--- src/hdl/fia_pkg.sv ---
// Shared constants and types for the Fisher information accumulator.
// Used by fia_ctrl, fia_datapath and fisher_information_accumulator_top.
`default_nettype none

package fia_pkg;

    localparam int MAX_PARAMS = 8;
    localparam int ACC_WIDTH  = 48;
    localparam int GRAD_W     = 16;
    localparam int WEIGHT_W   = 17;
    localparam int CFG_W      = 4;
    localparam int VALUE_W    = 48;
    localparam int POS_W      = 3;
    localparam int IDX_W      = (MAX_PARAMS > 1) ? $clog2(MAX_PARAMS) : 1;
    localparam int FRAC_SHIFT = 16;
    localparam int WG_W       = WEIGHT_W + 1 + GRAD_W;
    localparam int PROD_W     = WG_W + GRAD_W;
    localparam int SUM_W      = ACC_WIDTH + 1;
    localparam logic [CFG_W-1:0] CFG_RESET = CFG_W'(MAX_PARAMS);

    typedef logic signed [GRAD_W-1:0] t_grad;
    typedef logic [MAX_PARAMS-1:0][GRAD_W-1:0] t_grad_vec;
    typedef logic [IDX_W-1:0] t_idx;

    typedef struct packed {
        logic load;
        logic issue;
        t_idx issue_row;
        t_idx max_idx;
        logic emit;
        t_idx emit_row;
        t_idx emit_col;
        logic emit_last;
        logic clear;
    } t_cmd;

    typedef struct packed {
        logic out_free;
    } t_status;

endpackage

`default_nettype wire

--- src/hdl/fia_ctrl.sv ---
// Controller: sample handshake, dimension register, row issue and matrix emission.
// Depends on fia_pkg; drives fia_datapath through t_cmd.
`default_nettype none

module fia_ctrl (
    input  wire logic                       i_clk,
    input  wire logic                       i_rst_n,
    input  wire logic                       i_valid,
    output logic                            o_ready,
    input  wire logic                       i_last_sample,
    input  wire logic                       i_cfg_we,
    input  wire logic [fia_pkg::CFG_W-1:0]  i_cfg_data,
    input  wire fia_pkg::t_status           i_status,
    output fia_pkg::t_cmd                   o_cmd
);
    import fia_pkg::*;

    typedef enum logic [3:0] {
        S_IDLE  = 4'b0001,
        S_ACC   = 4'b0010,
        S_DRAIN = 4'b0100,
        S_EMIT  = 4'b1000
    } t_state;

    t_state           r_state, n_state;
    logic [CFG_W-1:0] r_cfg;
    t_idx             r_row, n_row;
    t_idx             r_er, n_er;
    t_idx             r_ec, n_ec;
    logic             r_last, n_last;
    logic             r_drain, n_drain;
    t_idx             max_idx;
    logic             accept;

    always_comb begin
        if (r_cfg == '0) begin
            max_idx = '0;
        end else if (r_cfg > CFG_W'(MAX_PARAMS)) begin
            max_idx = IDX_W'(MAX_PARAMS - 1);
        end else begin
            max_idx = IDX_W'(r_cfg - CFG_W'(1));
        end
    end

    assign o_ready = (r_state == S_IDLE);
    assign accept  = i_valid & o_ready;

    always_comb begin
        n_state = r_state;
        n_row   = r_row;
        n_er    = r_er;
        n_ec    = r_ec;
        n_last  = r_last;
        n_drain = r_drain;
        o_cmd   = '0;
        o_cmd.max_idx   = max_idx;
        o_cmd.load      = accept;
        o_cmd.issue_row = r_row;
        o_cmd.emit_row  = r_er;
        o_cmd.emit_col  = r_ec;
        case (r_state)
            S_IDLE: begin
                if (accept) begin
                    n_row   = '0;
                    n_last  = i_last_sample;
                    n_state = S_ACC;
                end
            end
            S_ACC: begin
                o_cmd.issue = 1'b1;
                if (r_row == max_idx) begin
                    n_drain = 1'b0;
                    n_state = r_last ? S_DRAIN : S_IDLE;
                end else begin
                    n_row = r_row + IDX_W'(1);
                end
            end
            S_DRAIN: begin
                if (r_drain) begin
                    n_er    = '0;
                    n_ec    = '0;
                    n_state = S_EMIT;
                end else begin
                    n_drain = 1'b1;
                end
            end
            S_EMIT: begin
                if (i_status.out_free) begin
                    o_cmd.emit = 1'b1;
                    if (r_ec == max_idx) begin
                        n_ec = '0;
                        if (r_er == max_idx) begin
                            o_cmd.emit_last = 1'b1;
                            o_cmd.clear     = 1'b1;
                            n_state         = S_IDLE;
                        end else begin
                            n_er = r_er + IDX_W'(1);
                        end
                    end else begin
                        n_ec = r_ec + IDX_W'(1);
                    end
                end
            end
            default: begin
                n_state = S_IDLE;
            end
        endcase
    end

    always_ff @(posedge i_clk) begin
        if (!i_rst_n) begin
            r_state <= S_IDLE;
            r_cfg   <= CFG_RESET;
            r_row   <= '0;
            r_er    <= '0;
            r_ec    <= '0;
            r_last  <= 1'b0;
            r_drain <= 1'b0;
        end else begin
            r_state <= n_state;
            r_row   <= n_row;
            r_er    <= n_er;
            r_ec    <= n_ec;
            r_last  <= n_last;
            r_drain <= n_drain;
            if (i_cfg_we) begin
                r_cfg <= i_cfg_data;
            end
        end
    end

endmodule

`default_nettype wire

--- config.mk ---
export PLATFORM = sky130hd
export DESIGN_NAME = fia_ctrl
export DESIGN_NICKNAME = d
export VERILOG_FILES = /design/src/hdl/fia_pkg.sv /design/src/hdl/fia_ctrl.sv
export SDC_FILE = /design/constraint.sdc
export NUM_CORES = 1
export LEC_CHECK = 0
export BUFFER_PORTS_ARGS = -buffer_cell sky130_fd_sc_hd__buf_2
export CAP_MARGIN = 20
export CELL_PAD_IN_SITES_DETAIL_PLACEMENT = 1
export CELL_PAD_IN_SITES_GLOBAL_PLACEMENT = 2
export CORE_ASPECT_RATIO = 1.75
export CORE_MARGIN = 2
export CORE_UTILIZATION = 31
export DETAILED_ROUTE_END_ITERATION = 16
export GPL_TIMING_DRIVEN = 0
export PLACE_DENSITY = 0.85
export RECOVER_POWER = 25
export SYNTH_ARGS = -nofsm -noshare
export SYNTH_HDL_FRONTEND = slang
export SYNTH_SLANG_ARGS = --single-unit
--- constraint.sdc ---
create_clock -name i_clk -period 2.4 [get_ports i_clk]
set_input_delay 0.12 -clock i_clk [delete_from_list [all_inputs] [get_ports i_clk]]
set_output_delay 0.12 -clock i_clk [all_outputs]
set_load 0.03 [all_outputs]
==> metrics.txt <==
power per cell area=453 nW/um^2; fraction of layout cells with a size suffix above 1=29.1%; clk_skew=0.00158 ns; setup slack, reg-to-reg=0.12 ns; maximum vdd drop=0.000374 V; Synth cell types=58; Setup WS pre-CTS=0.0221 ns; number of synthesized register bits=19; reg2reg end=r_state[3]$_SDFFE_PN0P_; Setup TNS=0 ns; largest net degree at the start of global routing=11; H-tree depth=1; placed insts=246; hold_buf cts=0; post-DR wirelength/cell=14.8 microns; worst-path cell chain=inv_2 > ha_4 > buf_6 > nand2_1 > a211o_1 > a31oi_4 > or2_1 > and4_1 > buf_4 > buf_6; Seq/Total Area, Yosys=27.4%; Sink Count=19; Total Power=0.783 mW; die area=5050 sq um; met3 GRT Util=1.94%; most frequent CP cell=buf_6; maximum achievable frequency=433 MHz; Worst-path clk slew=0.07 ns; Initial Util=31.8%; Hold WS=0.0745 ns; Fin. Hold Viols=0; global-route wire length before repair=6150 microns; Worst Path Required=2.28 ns; ranking of synthesized cells by area=dfxtp_1 (27%), nand2_1 (5.7%), mux2i_1 (4.3%); GRT Max-Usage Layer=met2; num ports=28; Async SR Flop Fraction=0%; Syn Area/Cell=8.21 sq um; commonest cells in the netlist=nand2_1 (21), dfxtp_1 (19), inv_1 (12), nand3_1 (9), nor2_1 (9); clock latency on the worst-skew pair=0.25 ns; GR Overflow Total=0; status=finished, final reports clean; initial antenna violation count=0; post-synth top area share=27.4%; area leader, netlist=dfxtp_1; final WL=3790 microns; vias in the first global route=1,318; Max-Cap Viols=0; CTS tree=built; number of flops mapped to enable cells by yosys=0; drt drc=0; element type at the critical path end=output pin; clk buf depth=2; Clk Tree Root Cell=clkbuf_8; NumNets Final=221; Final setup viols=0; period utilization=96.2%; floorplan core area=4360 sq um; ANT cells=0; DRT Pass-1 Iters=4; post-DP HPWL=2860 microns; hold_sp=i_cfg_data[3]; M1 GR Usage=19.6%; most common cell in the synthesized netlist=nand2_1; vias per std cell=5.33; Die X=54.6 microns; delay-heaviest family, CP=simple AND/OR/NAND/NOR gates; max incr delay on CP=0.34 ns; Core Rows=32; reg-to-reg startpoint=r_cfg[0]$_SDFFE_PN0P_; Post-Synthesis Net Count=183; CP bufs+invs=4; Detail Route Antenna Nets=0; post-place instance area=1580 sq um; CP Class=reg -> out; synth warn=0; max-slew violation count=0; critical path data arrival time=2.19 ns; Worst Hold End=r_cfg[3]$_SDFFE_PN1P_; Num CTS Buffers=3; minimum clock period=2.31 ns; non-filler cells, final=257; Static Leak=0.701 nW; depth of the most critical reg-to-reg path=11; Initial DRC Count=10; Synth Instances=169; max_slew headroom=70.3%; GRT Util Overall=16.3%; Final WS setup=0.0918 ns; CP Max Fanout=5; CP Launch Type=flip-flop; vias=1,369; top_reg_cell synth=dfxtp_1; Post-Synthesis Cell Area=1390 sq um; GP Congestion=0.871; M2 GR Usage=28.7%; worst min path class=in -> reg; utilization after layout=39.6%; critical path's slowest cell=dfxtp_2; Finished Cell Area=1730 sq um; Hold Path Stages=3; area growth from synthesis to layout=24.6%; number of I/O port buffers=26; Die Span Y=92.5 microns; Worst-Margin Slew=0.443 ns; Worst path depth=10
repair_timing:
item | CTS | global route
gates resized for setup | 11 | 7
hold endpoints to repair | 0 | 0
pin swaps | 4 | 6
setup buffers | 2 | 4
cloned | 0 | 1
setup endpoints to repair | 2 | 2
worst register-to-register path: stages (launching register included):
cell     delay (ns)
dfxtp_2        0.34
inv_2          0.05
ha_4           0.16
buf_4          0.17
and4b_2        0.28
o21ai_2        0.11
a31oi_1        0.06
or2_1          0.28
buf_4          0.14
a41oi_1        0.33
a31oi_1        0.10
nor3b_1        0.19
report_power, final:
| group | internal [mW] | leakage [nW] | switching (mW) |
|---|---|---|---|
| combinational | 0.0939 | 0.523 | 0.129 |
| sequential | 0.326 | 0.155 | 0.00916 |
| clock | 0.118 | 0.0228 | 0.108 |
layout by cell type, fill, tap and decap left out, types with 2 or more instances in the layout:
cell type / n
buf_2: 22
nand2_1: 21
dfxtp_1: 17
inv_1: 10
buf_4: 10
nor2_1: 9
nand3_1: 9
clkbuf_1: 9
mux2i_1: 6
and2_1: 4
nand2b_1: 4
o21ai_0: 4
nand3b_1: 4
nor2b_1: 4
nor3_1: 3
o21ai_1: 3
nand4b_1: 3
ha_1: 3
clkbuf_8: 3
inv_2: 2
buf_6: 2
o21ai_2: 2
a31oi_1: 2
a211o_1: 2
o221ai_1: 2
o21a_1: 2
a21boi_0: 2
o31ai_1: 2
o22ai_1: 2
o211ai_1: 2
dfxtp_2: 2
kinds of logic (layout without fill, tap and decap cells):
logic type / after synthesis / count (layout) / share of synthesized area (%)
mux: 6 / 6 / 4.33
simple gates: 74 / 74 / 30.0
flops: 19 / 19 / 27.4
fa+ha+maj: 6 / 6 / 5.32
xor+xnor: 1 / 1 / 0.631
compound gates: 42 / 42 / 25.3
buf+inv: 21 / 58 / 6.94
sequential cells by signal, indices dropped and copies added, names as in the netlist:
register / count
r_state: 4
r_er: 3
r_ec: 3
r_drain: 1
r_cfg: 4
r_last: 1
r_row: 3
area by class of cell:
class / instances / area, sq um
sequential: 19 / 383
multi-input combinational: 129 / 955
buffer: 9 / 57.6
timing repair buffer: 33 / 180
tap: 51 / 63.8
fill: 544 / 2640
inverter: 12 / 45.0
clock buffer: 4 / 45.0
per-layer routing:
layer  wire, microns  vias to the layer above
met3              88                        2
met1            1590                      664
met2            2090                       16
met5               0                        -
li1                -                      687
met4              29                        0
worst max-delay path by stage:
| stage | from | slack (ns) | endpoint |
|---|---|---|---|
| after detailed placement | r_cfg[0]$_SDFFE_PN0P_ | 0.02 | o_cmd[1] |
| after global routing | r_cfg[0]$_SDFFE_PN0P_ | -0.02 | o_cmd[1] |
| after global placement | r_cfg[0]$_SDFFE_PN0P_ | 0.03 | o_cmd[1] |
| after floorplan | r_cfg[0]$_SDFFE_PN0P_ | 0.16 | o_cmd[1] |
| after CTS | r_cfg[1]$_SDFFE_PN0P_ | 0.007 | o_cmd[1] |
| final | r_cfg[0]$_SDFFE_PN0P_ | 0.09 | o_cmd[1] |
Power figures use the tool's default switching activity.
